### src/rtl/plft_ram.sv
// ----------------------------------------------------------------------------
// plft_ram
// Generic simple dual-port RAM: one write port, one read port with
// registered read data that holds while no read is issued.
// ----------------------------------------------------------------------------
module plft_ram #(
  parameter int WIDTH = 8,
  parameter int DEPTH = 16,
  localparam int AW = (DEPTH > 1) ? $clog2(DEPTH) : 1
) (
  input  logic             clk_i,
  input  logic             we_i,
  input  logic [AW-1:0]    waddr_i,
  input  logic [WIDTH-1:0] wdata_i,
  input  logic             re_i,
  input  logic [AW-1:0]    raddr_i,
  output logic [WIDTH-1:0] rdata_o
);

  logic [WIDTH-1:0] mem_q [DEPTH];
  logic [WIDTH-1:0] rdata_q;

  // write port
  always_ff @(posedge clk_i) begin
    if (we_i) begin
      mem_q[waddr_i] <= wdata_i;
    end
  end

  // registered read port
  always_ff @(posedge clk_i) begin
    if (re_i) begin
      rdata_q <= mem_q[raddr_i];
    end
  end

  assign rdata_o = rdata_q;

endmodule

### config.mk
export PLATFORM = sky130hd
export DESIGN_NAME = plft_ram
export DESIGN_NICKNAME = d
export VERILOG_FILES = /design/src/rtl/plft_ram.sv
export SDC_FILE = /design/constraint.sdc
export NUM_CORES = 1
export LEC_CHECK = 0
export ABC_AREA = 0
export CAP_MARGIN = 20
export CORE_MARGIN = 5
export CORE_UTILIZATION = 50
export DETAILED_ROUTE_END_ITERATION = 6
export DONT_BUFFER_PORTS = 1
export GPL_TIMING_DRIVEN = 1
export PLACE_DENSITY = 0.64
export SLEW_MARGIN = 20
export SYNTH_ARGS = -nofsm -noshare
export SYNTH_HDL_FRONTEND = slang
export SYNTH_SLANG_ARGS = --single-unit
### constraint.sdc
create_clock -name clk_i -period 1.9 [get_ports clk_i]
set_input_delay 0 -clock clk_i [delete_from_list [all_inputs] [get_ports clk_i]]
set_output_delay 0 -clock clk_i [all_outputs]
set_load 0.01 [all_outputs]
==> results_dict.tcl <==
set metrics [dict create \
    comb_power_share 0.047 \
    die_y_microns 112 \
    routed_wirelength_microns 9990 \
    clk-insertion-delay-late_ns 0.51 \
    setup.worst_path.start_class "flop" \
    worst_pin_slew_ns 0.566 \
    synth_cell_type_count 18 \
    max_freq_mhz 643 \
    post_synth_arst_share 0 \
    fin_nets 295 \
    grt_pass1_vias 2555 \
    chipWidth_microns 112 \
    rsz0062_at_grt "no" \
    flow.area_growth_from_synthesis_pct 17.5 \
    cts_max_level 4 \
    detail_route.wl_per_cell_microns 23.6 \
    final.setup.tns_ns 0 \
    synth.net_count 248 \
    final_min_period_over_clock_period 0.819 \
    post-cts-setup-buffer-count 0 \
    worst_setup_hold_path_clk_slew_ns 0.05 \
    power_switching_share 0.197 \
    port-buffer-count 0 \
    netlist_instances 229 \
    crit_arrival_ns 1.81 \
    grt_first_pass_wirelength_microns 15300 \
    run_status "finished clean" \
    post_drt_via_cell_ratio 5.69 \
    antenna_left 0 \
    tritoncts.num_buffers 17 \
    synth-seq-area-share 0.781 \
    post_synth_fa_ha_maj_area_fraction 0 \
    critical_path_required_ns 2.15 \
    met2RoutedLength_microns 5020 \
    place.detailed.hpwl_microns 5880 \
    synth_top_flop_cell "edfxtp_1" \
    final_count_of_hold_timing_violations 0 \
    min_path_type "primary input to flop" \
    initial_standard_cell_utilization_of_the_core 0.509 \
    end_kind "flop" \
    worst_setup_path_class "flop to flop" \
    post_synth_mux_area_share 0.148 \
    worst_ir_drop_vdd_mv 0.453 \
    clock_sinks 136 \
    layout-drive-gt1-share 0.209 \
    synth_simple_gate_area_frac 0.0314 \
    rows 37 \
    power.internal_mw 5.07 \
    globalplace.congestion 0.743 \
    report.final.slew_viol_count 0 \
    synth.ff_latch_count 136 \
    global_route.overflow_total 0 \
    power.share.sequential 0.541 \
    route.layer.met1.wl_microns 4480 \
    post-route-drc-count 0 \
    p_switching_mw 1.24 \
    synth.cell_area_sq_um 5230 \
    synth-compound-area-share 0.0230 \
    setup_ws_ns 0.345 \
    cts.root.buffer_cell "clkbuf_8" \
    post-synth-top-area-fraction 0.781 \
    pre_cts_ws_ns 0.400 \
    grt_start_max_net_pins 33 \
    synth-xor-area-share 0 \
    drtPass1Iterations 4 \
    critical_path.max_fanout 1 \
    synth.top_cells.by_area "edfxtp_1 78%, mux4_2 7.8%, mux4_1 7.0%, a22oi_1 2.3%, nor2_1 0.93%" \
    synth_edf_count 136 \
    initialDrtViolationCount 117 \
    yosysMostFrequentCell "edfxtp_1" \
    n_antenna_cell 0 \
    drv_cap 0 \
    fp.coreArea_sq_um 10300 \
    clock_skew_ns 0.00735 \
    p_per_area_nw_per_um2 1030 \
    die_area_sq_um 12600 \
    report.final.setup_viol 0 \
    max_slew_margin 0.621 \
    p_leak_nw 2.04 \
    yosysTopAreaCell "edfxtp_1" \
    route.vias.total 2408 \
    fillers 743 \
    clock_tree.buffer_depth 2 \
    tritoncts "done" \
    synth_top_family_by_area "multiplexers" \
    track_usage 0.172 \
    io-pin-count 27 \
    syn_area_per_cell_sq_um 22.8 \
    pwr-share-clk 0.413 \
    top_layer "met4" \
    min_period_ns 1.56 \
    ys.warnings.count 0 \
    synth.top_cells.by_count "136 x edfxtp_1, 18 x mux4_2, 16 x a22oi_1, 14 x mux4_1, 13 x nor2_1" \
    number_of_antenna_violations_at_the_first_check_in_global_routing 0 \
    wl_met3_microns 378 \
]
[critical path: stages, from the launching register on]
cell and delay, ns:
edfxtp_1 0.36, mux4_2 0.46, dlymetal6s4s_1 0.28, a22oi_2 0.13, nand2_1 0.06
[cell families after synthesis]
group / after synthesis
simple gates: 35
compound gates: 16
flops: 136
mux: 32
buf+inv: 10
[area by class of cell]
cell class                 count  area [sq um]  area share
sequential                   136          4080       0.665
multi-input combinational     83          1060       0.173
clock buffer                  22           433      0.0705
timing repair buffer          38           358      0.0583
tap                          136           170      0.0277
clock inverter                 8          33.8     0.00550
[placed cells by master (no fill, tap or decap), types with 2 or more instances in the layout]
| cell | n |
|---|---|
| mux4_2 | 18 |
| dlygate4sd3_1 | 17 |
| nor3_1 | 4 |
| nand3b_1 | 2 |
| clkinv_2 | 3 |
| clkinv_1 | 5 |
| a22oi_1 | 15 |
| mux4_1 | 14 |
| buf_4 | 18 |
| clkbuf_1 | 5 |
| nand2b_1 | 2 |
| nand2_1 | 9 |
| buf_12 | 2 |
| clkbuf_16 | 16 |
| edfxtp_1 | 136 |
| nor2_1 | 13 |
[through the flow]
step / cells / cell area, sq um / util / hold WS [ns] / total power, mW
3_5_place_dp: 373 / 5450 / 0.530 / 0.0997 / 3.66
6_report: 423 / 6140 / 0.598 / 0.0154 / 6.31
3_3_place_gp: 373 / 5450 / 0.530 / 0.0997 / 3.66
2_1_floorplan: 229 / 5230 / - / 0.0989 / 3.63
5_1_grt: 423 / 6140 / 0.598 / 0.0107 / 6.54
4_1_cts: 424 / 6140 / 0.598 / 0.00121 / 6.37
[power groups by stage]
stage	sequential, mW	clock [mW]	combinational, mW
floorplan	3.46	0	0.171
global placement	3.47	0	0.182
detailed placement	3.48	0	0.184
CTS	3.42	2.66	0.297
global route	3.42	2.80	0.321
finish	3.41	2.61	0.294
[routing by layer]
metal  GRT usage  vias to the layer above
li1            -                     1078
met1       0.230                     1269
met2       0.271                       52
met3      0.0544                        9
met4      0.0625                        0
met5           0                        -
[path summary, 6_finish.rpt]
check | startpoint | end | slack [ns] | cells after the start
setup reg to reg | mem_q[7][4]$_DFFE_PP_ | rdata_o[4]$_DFFE_PP_ | 0.34 | 4
hold / removal | raddr_i[0] | rdata_o[5]$_DFFE_PP_ | 0.02 | 3
hold reg to reg | mem_q[7][3]$_DFFE_PP_ | rdata_o[3]$_DFFE_PP_ | 0.76 | 3
setup / recovery | mem_q[7][4]$_DFFE_PP_ | rdata_o[4]$_DFFE_PP_ | 0.34 | 4
[flip-flops by register name, summed over array words and instances (netlist names)]
register  flops
rdata_o       8
mem_q       128
[repair_timing]
item	4_1_cts	5_1_grt
endpoints found under the setup margin	0	3
endpoints found under the hold margin	186	2
gates resized for setup	0	2
hold buffers	21	1
(Power assumes the default switching activity.)
