File: src/rtl/plft_pkg.sv
// ----------------------------------------------------------------------------
// plft_pkg
// Shared beat types, command codes and microcode control types for the
// prefix Lyndon factor tail block.
// ----------------------------------------------------------------------------
package plft_pkg;

  // field widths fixed by the beat format
  localparam int IDX_W = 11;
  localparam int SYM_W = 8;
  localparam int CNT_W = 11;

  // command codes
  localparam logic [1:0] OP_APPEND  = 2'd0;
  localparam logic [1:0] OP_COMPUTE = 2'd1;
  localparam logic [1:0] OP_QUERY   = 2'd2;

  typedef struct packed {
    logic [1:0]       op;
    logic [SYM_W-1:0] symbol;
    logic [IDX_W-1:0] index;
  } in_beat_t;

  typedef struct packed {
    logic [CNT_W-1:0] period_len;
    logic [CNT_W-1:0] repeat_count;
    logic             index_error;
    logic             overflow_seen;
  } out_beat_t;

  // microprogram step addresses
  localparam int STEP_W = 3;
  typedef logic [STEP_W-1:0] step_t;

  localparam step_t ST_INIT    = 3'd0;
  localparam step_t ST_OUTER   = 3'd1;
  localparam step_t ST_RD_LAG  = 3'd2;
  localparam step_t ST_RD_LEAD = 3'd3;
  localparam step_t ST_WRITE   = 3'd4;
  localparam step_t ST_DONE    = 3'd5;

  // jump conditions
  typedef enum logic [1:0] {
    COND_NEVER    = 2'd0,
    COND_SCAN_END = 2'd1,
    COND_RUN_END  = 2'd2
  } cond_e;

  // datapath register update selects
  typedef enum logic [1:0] {
    UPD_NONE    = 2'd0,
    UPD_CLEAR   = 2'd1,
    UPD_OPEN    = 2'd2,
    UPD_ADVANCE = 2'd3
  } upd_e;

  // table write data select
  typedef enum logic {
    WSEL_ZERO = 1'b0,
    WSEL_TAIL = 1'b1
  } wsel_e;

  // symbol read address select
  typedef enum logic {
    ASEL_LAG  = 1'b0,
    ASEL_LEAD = 1'b1
  } asel_e;

  // control word driven into the datapath
  typedef struct packed {
    logic  tbl_we;
    wsel_e wsel;
    logic  tbl_re;
    logic  sym_re;
    asel_e asel;
    logic  cap_lag;
    upd_e  upd;
    logic  last;
  } ctrl_t;

  // full microcode word
  typedef struct packed {
    cond_e cond;
    step_t jmp;
    step_t nxt;
    ctrl_t ctl;
  } ucw_t;

  // status flags back from the datapath
  typedef struct packed {
    logic scan_end;
    logic run_end;
  } flags_t;

endpackage

File: src/rtl/plft_dp.sv
// ----------------------------------------------------------------------------
// plft_dp
// Scan datapath: run start, period, repeat, remainder and position
// registers, symbol compare and table write data.
// ----------------------------------------------------------------------------
module plft_dp #(
  parameter int LW = 11,
  parameter int AW = 10,
  parameter int SB = 8
) (
  input  logic             clk_i,
  input  plft_pkg::ctrl_t  ctl_i,
  input  logic [LW-1:0]    len_i,
  input  logic [SB-1:0]    sym_rdata_i,
  output logic             sym_re_o,
  output logic [AW-1:0]    sym_raddr_o,
  input  logic [2*LW-1:0]  tbl_rdata_i,
  output logic             tbl_re_o,
  output logic [LW-1:0]    tbl_raddr_o,
  output logic             tbl_we_o,
  output logic [LW-1:0]    tbl_waddr_o,
  output logic [2*LW-1:0]  tbl_wdata_o,
  output plft_pkg::flags_t flags_o
);
  import plft_pkg::*;

  logic [LW-1:0] start_q, start_d;
  logic [LW-1:0] per_q, per_d;
  logic [LW-1:0] rep_q, rep_d;
  logic [LW-1:0] rem_q, rem_d;
  logic [LW-1:0] pos_q, pos_d;
  logic [SB-1:0] lag_q;
  logic [LW-1:0] rem_inc;
  logic [LW-1:0] lag_addr;
  logic          run_end;

  // symbol and table read addresses
  assign lag_addr    = pos_q - per_q;
  assign sym_re_o    = ctl_i.sym_re;
  assign sym_raddr_o = (ctl_i.asel == ASEL_LAG) ? lag_addr[AW-1:0] : pos_q[AW-1:0];
  assign tbl_re_o    = ctl_i.tbl_re;
  assign tbl_raddr_o = start_q + rem_q;

  // table write: inside a repeat, copy the entry at the same offset in the run's first period
  assign tbl_we_o = ctl_i.tbl_we;
  always_comb begin
    if (ctl_i.wsel == WSEL_ZERO) begin
      tbl_waddr_o = '0;
      tbl_wdata_o = '0;
    end else begin
      tbl_waddr_o = pos_q;
      tbl_wdata_o = (rem_q != '0) ? tbl_rdata_i : {per_q, rep_q};
    end
  end

  // run ends at the string end or on a descent
  assign run_end = (pos_q == len_i) || (lag_q > sym_rdata_i);
  assign flags_o.run_end  = run_end;
  assign flags_o.scan_end = (start_q >= len_i);

  assign rem_inc = rem_q + 1'b1;

  // register updates
  always_comb begin
    start_d = start_q;
    per_d   = per_q;
    rep_d   = rep_q;
    rem_d   = rem_q;
    pos_d   = pos_q;
    case (ctl_i.upd)
      UPD_CLEAR: begin
        start_d = '0;
      end
      UPD_OPEN: begin
        per_d = LW'(1);
        rep_d = LW'(1);
        rem_d = '0;
        pos_d = start_q + 1'b1;
      end
      UPD_ADVANCE: begin
        if (run_end) begin
          start_d = pos_q - rem_q;
        end else if (lag_q < sym_rdata_i) begin
          per_d = pos_q + 1'b1 - start_q;
          rep_d = LW'(1);
          rem_d = '0;
          pos_d = pos_q + 1'b1;
        end else begin
          if (rem_inc == per_q) begin
            rep_d = rep_q + 1'b1;
            rem_d = '0;
          end else begin
            rem_d = rem_inc;
          end
          pos_d = pos_q + 1'b1;
        end
      end
      default: begin
      end
    endcase
  end

  always_ff @(posedge clk_i) begin
    start_q <= start_d;
    per_q   <= per_d;
    rep_q   <= rep_d;
    rem_q   <= rem_d;
    pos_q   <= pos_d;
    if (ctl_i.cap_lag) begin
      lag_q <= sym_rdata_i;
    end
  end

endmodule

File: config.mk
export PLATFORM = sky130hd
export DESIGN_NAME = plft_dp
export DESIGN_NICKNAME = d
export VERILOG_FILES = /design/src/rtl/plft_pkg.sv /design/src/rtl/plft_dp.sv
export SDC_FILE = /design/constraint.sdc
export NUM_CORES = 1
export LEC_CHECK = 0
export BUFFER_PORTS_ARGS = -buffer_cell sky130_fd_sc_hd__buf_2
export CAP_MARGIN = 10
export CORE_MARGIN = 5
export CORE_UTILIZATION = 44
export DETAILED_ROUTE_END_ITERATION = 10
export GPL_ROUTABILITY_DRIVEN = 0
export PLACE_DENSITY = 0.72
export SLEW_MARGIN = 20
export SYNTH_ARGS = -nofsm -noshare
export SYNTH_HDL_FRONTEND = slang
export SYNTH_SLANG_ARGS = --single-unit
export TNS_END_PERCENT = 20
File: constraint.sdc
create_clock -name clk_i -period 5.3 [get_ports clk_i]
set_input_delay 0 -clock clk_i [delete_from_list [all_inputs] [get_ports clk_i]]
set_output_delay 0 -clock clk_i [all_outputs]
set_load 0.03 [all_outputs]
==> metrics.md <==
| Metric | Value |
|---|---|
| Commonest cells post-synth | edfxtp_1 (63), ha_1 (63), inv_1 (59) |
| FF+latch count, synth | 63 |
| Area Growth Syn to Fin | 15.7% |
| Max Root-Sink Buffers | 2 |
| Grt total ovfl | 0 |
| Worst hold endpoint | sym_re_o |
| Worst vdd ir | 0.000143 V |
| Initial antenna violation count | 0 |
| Worst slew pin tran | 0.999 ns |
| Post-synthesis average cell area | 8.91 um^2 |
| Cell area after synthesis | 6210 um^2 |
| Antenna Nets Post-Route | 0 |
| Post-synthesis cell count | 697 |
| Final HPWL from detailed placement | 12800 um |
| Status | finished, final reports clean |
| Fmax | 319 MHz |
| DR vias | 5324 |
| Delay-heaviest family, CP | compound AO/OA/AOI/OAI gates |
| Top Ports | 110 |
| Worst Path Required | 5.30 ns |
| Core area | 13900 um^2 |
| Drt pass-1 iters | 5 |
| Clock sink total | 63 |
| Kind of critical path | flop to output port |
| Clk_lat worst skew | 0.34 ns |
| Gr usage total | 19.9% |
| Drt first-iter violations | 443 |
| Critical Path End Type | output port |
| Post-synth top area cell | edfxtp_1 |
| Synth area leaders | edfxtp_1 (30%), ha_1 (13%), xnor2_1 (7.2%) |
| Share of the synthesized area in the top cell type | 30.5% |
| FF-to-FF setup slack | 2.23 ns |
| Setup bufs post-CTS | 0 |
| Drt wl/cell | 16.8 um |
| Full die area | 16600 um^2 |
| Share of layout cells above drive strength 1 | 17.8% |
| Async set-or-reset flop fraction in the synthesized netlist | 0% |
| First-pass GRT wire length | 26200 um |
| DP Area | 6830 um^2 |
| Count of different cell masters after synthesis | 57 |
| Number of flops mapped to enable cells by yosys | 63 |
| Max-slew violation count | 0 |
| Final hold viol count | 0 |
| H-tree levels | 3 |
| Std-Cell Rows | 43 |
| TritonCTS clock tree | done |
| Initial core utilization | 44.7% |
| Slew Limit Headroom | 33.4% |
| I/O Buffers | 102 |
| Post-CTS Hold Fix Bufs | 8 |
| Largest net degree at the start of global routing | 34 |
| Critical Path Fanout Max | 6 |
| Root Buffer | clkbuf_16 |
| DRC viols | 0 |
| Syn Nets | 815 |
| FF-to-FF End | rep_q[9] |
| Vias in the first global route | 5100 |
| Antenna cells | 0 |
| Period utilisation layout | 59.1% |
| Pwr Density | 287 nW/um^2 |
| Yosys synthesis warning count | 0 |
| WL final | 16400 um |
| Final setup fails | 0 |
| Startpoint Class | flop |
| Vias per inst | 5.45 |
| Leak Pwr | 3.17 nW |
| Hold Path Stages | 0 |
| Die width | 129 um |
| Post-synthesis sequential area ratio | 30.5% |
| Crit-path cells | ha_1 -> fa_1 -> a21o_1 -> a21oi_2 -> o21ai_1 -> or4_1 -> a2111o_1 -> o211a_1 -> buf_2 |
| Layout Nets | 910 |
| Post-layout min period | 3.13 ns |
| WP buf/inv | 1 |
| Hold_sp | ctl_i[5] |
| Worst r2r path cells | 7 |
| Worst flop-to-flop path startpoint | rem_q[0] |
| Post-CTS Resized | 0 |
| Setup Skew | 0.00715 ns |
| Data arrival, critical path | 3.13 ns |
| Max incr delay on CP | 0.52 ns |
| Cts bufs inserted | 9 |
| Final TNS setup | 0 ns |
| Min-Delay Path Class | input pin to output port |
| CTS clock-pin slew for the worst setup and hold paths | 0.05 ns |
| Slowest-stage cell, CP | edfxtp_1 |
| Main synth FF type | edfxtp_1 |
| Design Area, Final | 7180 um^2 |
| WP depth | 9 |
| Max-cap check violation count | 0 |
| RSZ-0062 raised after global routing | no |
| Vert. Die Dim | 129 um |
## power by group
part / leakage (nW) / total [mW] / internal [mW] / switching [mW]
Clock: 0.127 / 0.547 / 0.316 / 0.231
Combinational: 2.43 / 0.812 / 0.322 / 0.490
Sequential: 0.619 / 0.701 / 0.612 / 0.0886
## worst max path at each step
| stage | end | from |
|---|---|---|
| after floorplan | sym_raddr_o[9] | pos_q[6] |
| after global placement | rep_q[7] | rem_q[0] |
| after detailed placement | rep_q[7] | rem_q[0] |
| after CTS | tbl_raddr_o[10] | rem_q[0] |
| after global routing | tbl_raddr_o[10] | rem_q[0] |
| final | tbl_raddr_o[10] | start_q[0] |
## cells by family (layout without fill, tap and decap cells)
logic type / count (synthesis) / after routing / synth area share (%)
xor gates and xnor gates: 78 / 78 / 11.8
DFF: 63 / 63 / 30.5
adders and majority gates: 67 / 67 / 14.0
buffers and inverters: 87 / 187 / 5.70
and+or+nand+nor: 258 / 258 / 21.5
muxes: 19 / 19 / 3.06
AOI/OAI and AO/OA: 125 / 125 / 13.4
## layout make-up
| cell class | count | area (um^2) |
|---|---|---|
| fill | 1274 | 6700 |
| multi-input combinational | 547 | 3960 |
| sequential | 63 | 1890 |
| timing repair buffer | 112 | 606 |
| clock buffer | 9 | 225 |
| tap | 180 | 225 |
| inverter | 59 | 221 |
| clock inverter | 7 | 50.0 |
## metrics by stage
stage                     worst slack, ns  total power [mW]  hold slack (ns)  cells  utilization, %
after floorplan                      2.60              1.30           0.0989    697               -
after global placement               2.26              1.50         0.000205    953            49.2
after detailed placement             2.23              1.51         0.000205    953            49.2
after CTS                            2.16              2.06         0.000205    977            51.7
after global routing                 1.99              2.18         0.000171    977            51.7
final                                2.17              2.06        0.0000652    977            51.7
## sequential cells by signal, summed over array words and instances (netlist names)
name     flops
pos_q       11
start_q     11
lag_q        8
rem_q       11
rep_q       11
per_q       11
## routing by layer
metal  part of all wire [%]  up-vias  global-route usage, %
li1                       -     2665                      -
met1                     45     2457                   26.8
met2                     46      184                   32.3
met3                    7.1       18                   3.82
met4                    2.1        0                   6.55
met5                      0        -                      0
## placed cells by master, fill, tap and decap left out, types with 8 or more instances in the layout
| master | instances |
|---|---|
| a21o_1 | 9 |
| a21oi_1 | 28 |
| and2_1 | 14 |
| buf_2 | 102 |
| clkbuf_16 | 9 |
| dlygate4sd3_1 | 8 |
| edfxtp_1 | 63 |
| ha_1 | 63 |
| inv_1 | 59 |
| mux2i_1 | 19 |
| nand2_1 | 47 |
| nand2b_1 | 8 |
| nand3_1 | 24 |
| nand4_1 | 10 |
| nor2_1 | 52 |
| nor2_2 | 10 |
| nor2b_1 | 32 |
| nor3_1 | 32 |
| nor4_1 | 9 |
| o21a_1 | 15 |
| o21ai_0 | 27 |
| xnor2_1 | 51 |
| xor2_1 | 23 |
No activity file was read; power rests on OpenSTA's default activity.
