`src/rtl/plft_pkg.sv`:
```
// ----------------------------------------------------------------------------
// plft_pkg
// Shared beat types, command codes and microcode control types for the
// prefix Lyndon factor tail block.
// ----------------------------------------------------------------------------
package plft_pkg;

  // field widths fixed by the beat format
  localparam int IDX_W = 11;
  localparam int SYM_W = 8;
  localparam int CNT_W = 11;

  // command codes
  localparam logic [1:0] OP_APPEND  = 2'd0;
  localparam logic [1:0] OP_COMPUTE = 2'd1;
  localparam logic [1:0] OP_QUERY   = 2'd2;

  typedef struct packed {
    logic [1:0]       op;
    logic [SYM_W-1:0] symbol;
    logic [IDX_W-1:0] index;
  } in_beat_t;

  typedef struct packed {
    logic [CNT_W-1:0] period_len;
    logic [CNT_W-1:0] repeat_count;
    logic             index_error;
    logic             overflow_seen;
  } out_beat_t;

  // microprogram step addresses
  localparam int STEP_W = 3;
  typedef logic [STEP_W-1:0] step_t;

  localparam step_t ST_INIT    = 3'd0;
  localparam step_t ST_OUTER   = 3'd1;
  localparam step_t ST_RD_LAG  = 3'd2;
  localparam step_t ST_RD_LEAD = 3'd3;
  localparam step_t ST_WRITE   = 3'd4;
  localparam step_t ST_DONE    = 3'd5;

  // jump conditions
  typedef enum logic [1:0] {
    COND_NEVER    = 2'd0,
    COND_SCAN_END = 2'd1,
    COND_RUN_END  = 2'd2
  } cond_e;

  // datapath register update selects
  typedef enum logic [1:0] {
    UPD_NONE    = 2'd0,
    UPD_CLEAR   = 2'd1,
    UPD_OPEN    = 2'd2,
    UPD_ADVANCE = 2'd3
  } upd_e;

  // table write data select
  typedef enum logic {
    WSEL_ZERO = 1'b0,
    WSEL_TAIL = 1'b1
  } wsel_e;

  // symbol read address select
  typedef enum logic {
    ASEL_LAG  = 1'b0,
    ASEL_LEAD = 1'b1
  } asel_e;

  // control word driven into the datapath
  typedef struct packed {
    logic  tbl_we;
    wsel_e wsel;
    logic  tbl_re;
    logic  sym_re;
    asel_e asel;
    logic  cap_lag;
    upd_e  upd;
    logic  last;
  } ctrl_t;

  // full microcode word
  typedef struct packed {
    cond_e cond;
    step_t jmp;
    step_t nxt;
    ctrl_t ctl;
  } ucw_t;

  // status flags back from the datapath
  typedef struct packed {
    logic scan_end;
    logic run_end;
  } flags_t;

endpackage

```
`src/rtl/plft_useq.sv`:
```
// ----------------------------------------------------------------------------
// plft_useq
// Microcode sequencer: step counter, control store and conditional jumps
// that run one factorization pass over the loaded string.
// ----------------------------------------------------------------------------
module plft_useq (
  input  logic             clk_i,
  input  logic             rst_ni,
  input  logic             start_i,
  input  plft_pkg::flags_t flags_i,
  output plft_pkg::ctrl_t  ctl_o,
  output logic             busy_o
);
  import plft_pkg::*;

  // control store
  function automatic ucw_t ucode_rom(input step_t step);
    ucw_t w;
    w = '0;
    w.cond = COND_NEVER;
    case (step)
      ST_INIT: begin
        // entry 0 is (0,0), first run opens at position 0
        w.ctl.tbl_we = 1'b1;
        w.ctl.wsel   = WSEL_ZERO;
        w.ctl.upd    = UPD_CLEAR;
        w.nxt        = ST_OUTER;
      end
      ST_OUTER: begin
        w.ctl.upd = UPD_OPEN;
        w.cond    = COND_SCAN_END;
        w.jmp     = ST_DONE;
        w.nxt     = ST_RD_LAG;
      end
      ST_RD_LAG: begin
        w.ctl.sym_re = 1'b1;
        w.ctl.asel   = ASEL_LAG;
        w.ctl.tbl_re = 1'b1;
        w.nxt        = ST_RD_LEAD;
      end
      ST_RD_LEAD: begin
        w.ctl.cap_lag = 1'b1;
        w.ctl.sym_re  = 1'b1;
        w.ctl.asel    = ASEL_LEAD;
        w.nxt         = ST_WRITE;
      end
      ST_WRITE: begin
        w.ctl.tbl_we = 1'b1;
        w.ctl.wsel   = WSEL_TAIL;
        w.ctl.upd    = UPD_ADVANCE;
        w.cond       = COND_RUN_END;
        w.jmp        = ST_OUTER;
        w.nxt        = ST_RD_LAG;
      end
      ST_DONE: begin
        w.ctl.last = 1'b1;
        w.nxt      = ST_INIT;
      end
      default: begin
        w.ctl.last = 1'b1;
        w.nxt      = ST_INIT;
      end
    endcase
    return w;
  endfunction

  logic  busy_q, busy_d;
  step_t step_q, step_d;
  ucw_t  word;
  logic  take;

  assign word = ucode_rom(step_q);

  // jump condition select
  always_comb begin
    case (word.cond)
      COND_SCAN_END: take = flags_i.scan_end;
      COND_RUN_END:  take = flags_i.run_end;
      default:       take = 1'b0;
    endcase
  end

  // step counter
  always_comb begin
    busy_d = busy_q;
    step_d = step_q;
    if (busy_q) begin
      step_d = take ? word.jmp : word.nxt;
      if (word.ctl.last) begin
        busy_d = 1'b0;
      end
    end else if (start_i) begin
      busy_d = 1'b1;
      step_d = ST_INIT;
    end
  end

  always_ff @(posedge clk_i or negedge rst_ni) begin
    if (!rst_ni) begin
      busy_q <= 1'b0;
      step_q <= ST_INIT;
    end else begin
      busy_q <= busy_d;
      step_q <= step_d;
    end
  end

  assign ctl_o  = busy_q ? word.ctl : '0;
  assign busy_o = busy_q;

endmodule

```
`config.mk`:
```
export PLATFORM = sky130hd
export DESIGN_NAME = plft_useq
export DESIGN_NICKNAME = d
export VERILOG_FILES = /design/src/rtl/plft_pkg.sv /design/src/rtl/plft_useq.sv
export SDC_FILE = /design/constraint.sdc
export NUM_CORES = 1
export LEC_CHECK = 0
export BUFFER_PORTS_ARGS = -buffer_cell sky130_fd_sc_hd__buf_2
export CAP_MARGIN = 30
export CORE_AREA = 3 3 40 42
export CTS_CLUSTER_DIAMETER = 100
export DETAILED_ROUTE_END_ITERATION = 10
export DIE_AREA = 0 0 43 45
export REMOVE_ABC_BUFFERS = 1
export SLEW_MARGIN = 30
export SYNTH_ARGS = -nofsm -noshare
export SYNTH_HDL_FRONTEND = slang
export SYNTH_SLANG_ARGS = --single-unit
```
`constraint.sdc`:
```
create_clock -name clk_i -period 2.5 [get_ports clk_i]
set_input_delay 0.125 -clock clk_i [delete_from_list [all_inputs] [get_ports clk_i]]
set_output_delay 0.125 -clock clk_i [all_outputs]
set_load 0.01 [all_outputs]
```
==> impl_metrics.csv, run 1 <==
group,metric,value,unit
status,status,"complete, no violations",
placement,gp_congestion,0.7182,
yosys,yosysUniqueCellTypes,19,
min_path,hold-path-cell-count,3,
worst_setup_path,cp-start-kind,"register",
layout,multi_input_area,172.7,um^2
floorplan,dieHeight,45,um
clock_tree,clock_sinks,4,
yosys,ys_seq_elements,4,
sta,relSlewSlack,73.08,%
clock_tree,ctsRootBufferMaster,"clkbuf_4",
worst_setup_path,cp_slowest_cell,"dfrtp_1",
worst_setup_path,path_max_fanout,12,
power_and_ir_drop,p_per_area,1475,mW/mm^2
routing,vias,285,
routing,drt_iter0_markers,8,
worst_setup_path,cp_cell_sequence,"or2_1 -> and3_4 -> buf_2",
placement,postPlaceCellArea,365.4,um^2
sta,clock_skew,0.002716,ns
floorplan,die_area,0.001935,mm^2
clock_tree,cts_tree,"yes",
sta,fmax,0.6746,GHz
routing,drc,0,
flow_run,drv_cap,0,
yosys,synth_area,314.1,um^2
sta,finalCritPeriodShare,59.29,%
floorplan,die_w,43,um
floorplan,rows,13,
floorplan,core,0.001285,mm^2
layout,fillers,144,
worst_setup_path,worst-setup-path-type,"reg2out",
routing,avgRoutedWirePerCell,10.14,um
floorplan,num_io_pins,15,
yosys,yosysTopAreaCell,"dfrtp_1",
routing,antenna_left,0,
clock_tree,insertion_delay,0.23,ns
sta,setup_tns,0,ns
sta,period_needed,1.482,ns
layout,design_area,397.9,um^2
layout,nets,55,
yosys,syn_avg_cell_area,9.237,um^2
sta,hold_viol_final,0,
clock_tree,clk_pin_slew,0.04,ns
clock_tree,cts_buffer_depth,2,
power_and_ir_drop,leakage,0.1931,nW
routing,first_pass_iters,4,
floorplan,initial_utilization,24.44,%
global_routing,grt_max_degree,13,
power_and_ir_drop,ir_drop,428.6,uV
yosys,ys_seq_area_share,31.87,%
layout,drive_above_1_share,39.58,%
clock_tree,cts_buffers,3,
routing,routed_wl,639,um
worst_setup_path,cp_data_required_time,2.38,ns
layout,ff_latch_area,100.1,um^2
clock_tree,post_cts.repair.setup_buffers,0,
placement,port_buffers,14,
worst_setup_path,slowest_delay,0.49,ns
yosys,synth_area_leaders,"dfrtp_1, nor4bb_4, buf_6, nor2_1, xnor2_1",
clock_tree,cts_max_level,1,
sta,rsz0062_at_grt,"false",
routing,viasPerCell,4.524,
layout,syn_to_final_growth,26.69,%
worst_setup_path,reg2regPathDepth,3,
global_routing,gr-usage-all-layers,7.956,%
sta,finalMaxSlewViolations,0,
yosys,synthCells,34,
min_path,hold_path_class,"in2reg",
worst_setup_path,critPathCaptureType,"output port",
global_routing,grt_first_pass_wirelength,1.028,mm
yosys,yosysTopAreaCellShare,31.87,%
yosys,ys.warnings.count,0,
global_routing,antenna_found_initial,0,
worst_setup_path,worstPathArrival,1.36,ns
sta,finalSetupViolCount,0,
global_routing,grt_pass1_vias,241,
layout,diodes,0,
global_routing,grt_overflow_total,0,
sta,tightest_slew,0.4038,ns
placement,hpwl,459.3,um
[synthesized netlist by cell type]
library cell,instances
a22oi_1,1
a31oi_1,1
a32o_1,1
and2_1,2
and3_4,1
buf_4,2
buf_6,2
dfrtp_1,4
inv_1,1
mux2i_1,1
nand2_1,2
nor2_1,6
nor3_1,2
nor4b_1,1
nor4bb_4,1
o211ai_1,1
o21ai_0,2
or2_1,1
xnor2_1,2
[per-layer routing]
metal  global-route usage, %  routed length, um  up-vias  part of all wire [%]
met2                   10.18                247       14                    39
met5                       0                  0        -                     0
met4                   14.46                 48        0                   7.5
met3                  0.3984                 64        4                    10
li1                        -                  -      147                     -
met1                   8.824                278      120                    44
[flip-flops by register name, indices dropped and copies added (netlist names)]
name	cells
busy_o	1
step_q	3
[cells by family (layout without fill, tap and decap cells)]
group	after synthesis	after routing	synth area share (%)
AO/OA/AOI/OAI	6	6	13.15
XOR/XNOR	2	2	5.579
buffers and inverters	5	19	13.14
flip-flops	4	4	31.87
multiplexers	1	1	3.187
AND/OR/NAND/NOR	16	16	33.07
[worst paths after layout]
path | startpoint | endpoint | slack (ns)
max in group asynchronous | rst_ni | busy_o$_DFF_PN0_ | 2.17
min in group asynchronous | rst_ni | step_q[1]$_DFFE_PN0P_ | 0.22
max | step_q[0]$_DFFE_PN0P_ | ctl_o[0] | 1.02
min reg2reg | busy_o$_DFF_PN0_ | step_q[0]$_DFFE_PN0P_ | 0.66
max reg2reg | step_q[0]$_DFFE_PN0P_ | step_q[1]$_DFFE_PN0P_ | 1.17
min | start_i | busy_o$_DFF_PN0_ | 0.16
[metrics by stage]
stage / total power, mW / hold WS, ns / util [%] / worst slack, ns / cells
2_1_floorplan: 0.3964 / -0.1706 / - / 1.258 / 30
3_3_place_gp: 0.5116 / -0.06833 / 28.43 / 1.189 / 59
3_5_place_dp: 0.5124 / -0.06952 / 28.43 / 1.170 / 59
4_1_cts: 0.5987 / 0.1459 / 30.96 / 0.9978 / 63
5_1_grt: 0.6473 / 0.2001 / 30.96 / 0.9454 / 63
6_report: 0.5870 / 0.1559 / 30.96 / 1.018 / 63
[layout by cell type (no fill, tap or decap), drive strengths merged]
cell type and n:
dfrtp 4, and2 2, nor4bb 1, mux2i 1, nand2 2, nor3 2
clkbuf 3, a32o 1, xnor2 2, or2 1, o21ai 2, dlygate4sd3 1
nor2 6, buf 14, inv 1, and3 1, a31oi 1, o211ai 1
a22oi 1, nor4b 1
[area by class of cell]
type	instances	share of cell area, %
multi-input combinational	25	43.40
sequential	4	25.16
timing repair buffer	15	20.13
clock buffer	3	5.660
tap	15	4.717
inverter	1	0.9434
[worst max-delay path: cells and delay by family (launching register included)]
| family | cells | cell delay, ns |
|---|---|---|
| flip-flops | 1 | 0.49 |
| AND/OR/NAND/NOR | 2 | 0.50 |
| buffers and inverters | 1 | 0.13 |
[power by group]
group | internal [mW] | total, mW | switching [mW] | leakage [nW]
Combinational | 0.172 | 0.319 | 0.147 | 0.132
Clock | 0.0536 | 0.0791 | 0.0255 | 0.0138
Sequential | 0.0976 | 0.189 | 0.0918 | 0.0474
[what timing repair did]
item / 4_1_cts / 5_1_grt
endpoints found under the hold margin: 4 / 0
hold buffers: 1 / 0
gates resized for setup: 0 / 0
Power figures use the tool's default switching activity.
==> run 2, diff against run 1 <==
--- a/config.mk
+++ b/config.mk
@@ -5,6 +5,7 @@
 export SDC_FILE = /design/constraint.sdc
 export NUM_CORES = 1
 export LEC_CHECK = 0
+export ABC_AREA = 1
 export BUFFER_PORTS_ARGS = -buffer_cell sky130_fd_sc_hd__buf_2
 export CAP_MARGIN = 30
 export CORE_AREA = 3 3 40 42
==> constraint.sdc (replaced) <==
create_clock -name clk_i -period 1.5 [get_ports clk_i]
set_input_delay 0.075 -clock clk_i [delete_from_list [all_inputs] [get_ports clk_i]]
set_output_delay 0.075 -clock clk_i [all_outputs]
set_load 0.01 [all_outputs]
==> run 2 against run 1 <==
Net effect: clock skew barely moved; sequential cell count is the same; clock power increased by 63%; setup slack got worse by 0.87 ns; synthesized cell count increased by 26%; global-route usage fell by 0.27 points; count of clock-buffer cells in the layout unchanged; critical path depth stayed put; largest power group unchanged; highest routed layer is now met3.
==> impl_metrics.csv, run 2 <==
group,metric,value,unit
routing,first_pass_iters,4,
sta,hold_viol_final,0,
sta,tightest_slew,0.3337,ns
layout,design_area,392.9,um^2
yosys,synth_common_cells,"nand2_1, inv_1, nor2_1, dfrtp_1, nand3_1",
yosys,synthCells,43,
layout,final_cell_mix,"buf_2, nand2_1, inv_1, nor2_1",
yosys,synth_async_sr_flop_share,100.0,%
clock_tree,cts_buffers,3,
sta,finalCritPeriodShare,89.97,%
flow_run,drv_cap,0,
yosys,yosysUniqueCellTypes,15,
worst_setup_path,r2r_end,"step_q[1]$_DFFE_PN0P_",
routing,routed_wl,699,um
layout,fillers,139,
sta,fmax,0.7410,GHz
clock_tree,cts_resized,0,
sta,period_needed,1.350,ns
yosys,yosysTopAreaCellShare,34.48,%
routing,drc,0,
global_routing,grtUsageMet2,9.581,%
layout,top_register,"step_q",
clock_tree,clock_sinks,4,
layout,drive_above_1_share,35.59,%
routing,vias,330,
sta,clock_skew,0.003049,ns
sta,relSlewSlack,77.67,%
layout,postLayoutCoreUtil,30.57,%
worst_setup_path,cp-start-kind,"register",
clock_tree,clk_pin_slew,0.04,ns
clock_tree,insertion_delay,0.23,ns
placement,hpwl,546.7,um
global_routing,use_met1,9.246,%
clock_tree,cts_max_level,1,
power_and_ir_drop,p_sw_share,48.64,%
power_and_ir_drop,p_per_area,2091,mW/mm^2
worst_setup_path,worstPathArrival,1.27,ns
sta,finalMaxSlewViolations,0,
worst_setup_path,cp_data_required_time,1.42,ns
floorplan,dieHeight,45,um
min_path,min-delay-start,"start_i",
yosys,syn_avg_cell_area,6.751,um^2
worst_setup_path,rr_startpoint,"step_q[0]$_DFFE_PN0P_",
global_routing,grt_overflow_total,0,
sta,timing.hold.ws,0.1430,ns
sta,finalSetupViolCount,0,
placement,postPlaceCellArea,360.3,um^2
global_routing,gr-usage-all-layers,7.686,%
floorplan,num_io_pins,15,
power_and_ir_drop,internal_power,0.4220,mW
routing,drt_iter0_markers,10,
global_routing,busiest_layer,"met2",
clock_tree,cts_buffer_depth,2,
yosys,synth_ff_type,"dfrtp_1",
global_routing,grt_max_degree,10,
routing,avgRoutedWirePerCell,9.446,um
clock_tree,post_cts.repair.setup_buffers,0,
power_and_ir_drop,seqPwrFrac,29.1,%
power_and_ir_drop,pwr-share-clk,15.7,%
floorplan,die_area,0.001935,mm^2
worst_setup_path,worst-setup-path-type,"reg2out",
layout,layout_commonest_cell,"buf_2",
worst_setup_path,reg2regPathDepth,6,
min_path,whs_endpoint,"busy_o$_DFF_PN0_",
clock_tree,cts_tree,"yes",
routing,viasPerCell,4.459,
global_routing,antenna_found_initial,0,
status,status,"complete, no violations",
worst_setup_path,path_max_fanout,9,
sta,setup_tns,0,ns
layout,largest_reg_flops,3,
yosys,ys.warnings.count,0,
global_routing,use_met3,3.984,%
floorplan,rows,13,
power_and_ir_drop,power_frac_comb,55.3,%
sta,rsz0062_at_grt,"false",
clock_tree,ctsRootBufferMaster,"clkbuf_4",
routing,antenna_left,0,
min_path,hold_path_class,"in2reg",
global_routing,grt_pass1_vias,251,
sta,finalWorstSetupSlack,0.1504,ns
power_and_ir_drop,power.switching,0.3997,mW
yosys,synth.most_common_cell,"nand2_1",
layout,nets,66,
yosys,synth_edf_count,0,
worst_setup_path,r2r_slack,0.36,ns
min_path,hold-path-cell-count,3,
yosys,synth_area_leaders,"dfrtp_1, nand2_1, nand3_1, inv_1, nor2_1",
layout,syn_to_final_growth,35.35,%
global_routing,grt_first_pass_wirelength,1.021,mm
yosys,yosysTopAreaCell,"dfrtp_1",
layout,diodes,0,
power_and_ir_drop,ir_drop,873.0,uV
worst_setup_path,critPathCaptureType,"output port",
floorplan,die_w,43,um
placement,gp_congestion,0.8366,
yosys,ys_seq_area_share,34.48,%
floorplan,core,0.001285,mm^2
floorplan,initial_utilization,22.59,%
power_and_ir_drop,leakage,0.2328,nW
yosys,synth_area,290.3,um^2
clock_tree,cts_hold_buffers,1,
placement,place_ws,0.3723,ns
placement,port_buffers,14,
yosys,ys_seq_elements,4,
-- run 2: changes by cell type after synthesis, sizes merged, moves of 2 or more --
cell / previous run / this run
and2: 2 / 0
buf: 4 / 2
inv: 1 / 6
nand2: 2 / 13
nand3: 0 / 4
nor3: 2 / 4
nor4: 0 / 2
o21ai: 2 / 0
xnor2: 2 / 0
-- run 2: how the worst max path moves through the flow --
stage                                from                     to  slack [ns]  depth (start not counted)
floorplan                busy_o$_DFF_PN0_               ctl_o[1]        0.35                          2
global placement    step_q[0]$_DFFE_PN0P_  step_q[1]$_DFFE_PN0P_        0.39                          6
detailed placement  step_q[0]$_DFFE_PN0P_  step_q[1]$_DFFE_PN0P_        0.37                          6
CTS                 step_q[0]$_DFFE_PN0P_               ctl_o[2]        0.15                          6
global route             busy_o$_DFF_PN0_               ctl_o[8]        0.04                          3
finish              step_q[2]$_DFFE_PN0P_               ctl_o[0]        0.15                          3
-- run 2: cell families after synthesis --
group | count (synthesis) | synth area share (%)
flip-flops | 4 | 34.48
buffers and inverters | 8 | 14.22
AND/OR/NAND/NOR | 30 | 48.28
AO/OA/AOI/OAI | 1 | 3.018
-- run 2: worst max-delay path, stage by stage, from the launching register on --
cell,delay (ns)
dfrtp_1,0.48
inv_1,0.14
nor3_2,0.25
buf_2,0.17
-- run 2: area by class of cell --
class                   count  area, um^2  area share (%)
well taps                  15       18.77           4.777
clock buffers               3       22.52           5.732
inverters                   6       22.52           5.732
repair buffers             15       80.08           20.38
multi-input cells          31       148.9           37.90
flip-flops and latches      4       100.1           25.48
-- run 2: layer usage --
metal | vias up | share of wire [%] | wire [um]
li1 | 171 | - | -
met1 | 140 | 46 | 324
met2 | 19 | 45 | 315
met3 | 0 | 8.4 | 59
met4 | 0 | 0 | 0
met5 | - | 0 | 0
-- run 2: power by group through the flow --
| stage | clock network (mW) | registers [mW] | logic [mW] |
|---|---|---|---|
| 6_report | 0.129 | 0.239 | 0.454 |
| 5_1_grt | 0.147 | 0.243 | 0.514 |
| 4_1_cts | 0.136 | 0.237 | 0.461 |
| 3_5_place_dp | 0 | 0.237 | 0.458 |
| 3_3_place_gp | 0 | 0.239 | 0.453 |
| 2_1_floorplan | 0 | 0.224 | 0.305 |
-- run 2: through the flow --
stage	cells	power, mW
after floorplan	41	0.5292
after global placement	70	0.6921
after detailed placement	70	0.6955
after CTS	74	0.8334
after global routing	74	0.9045
final	74	0.8217
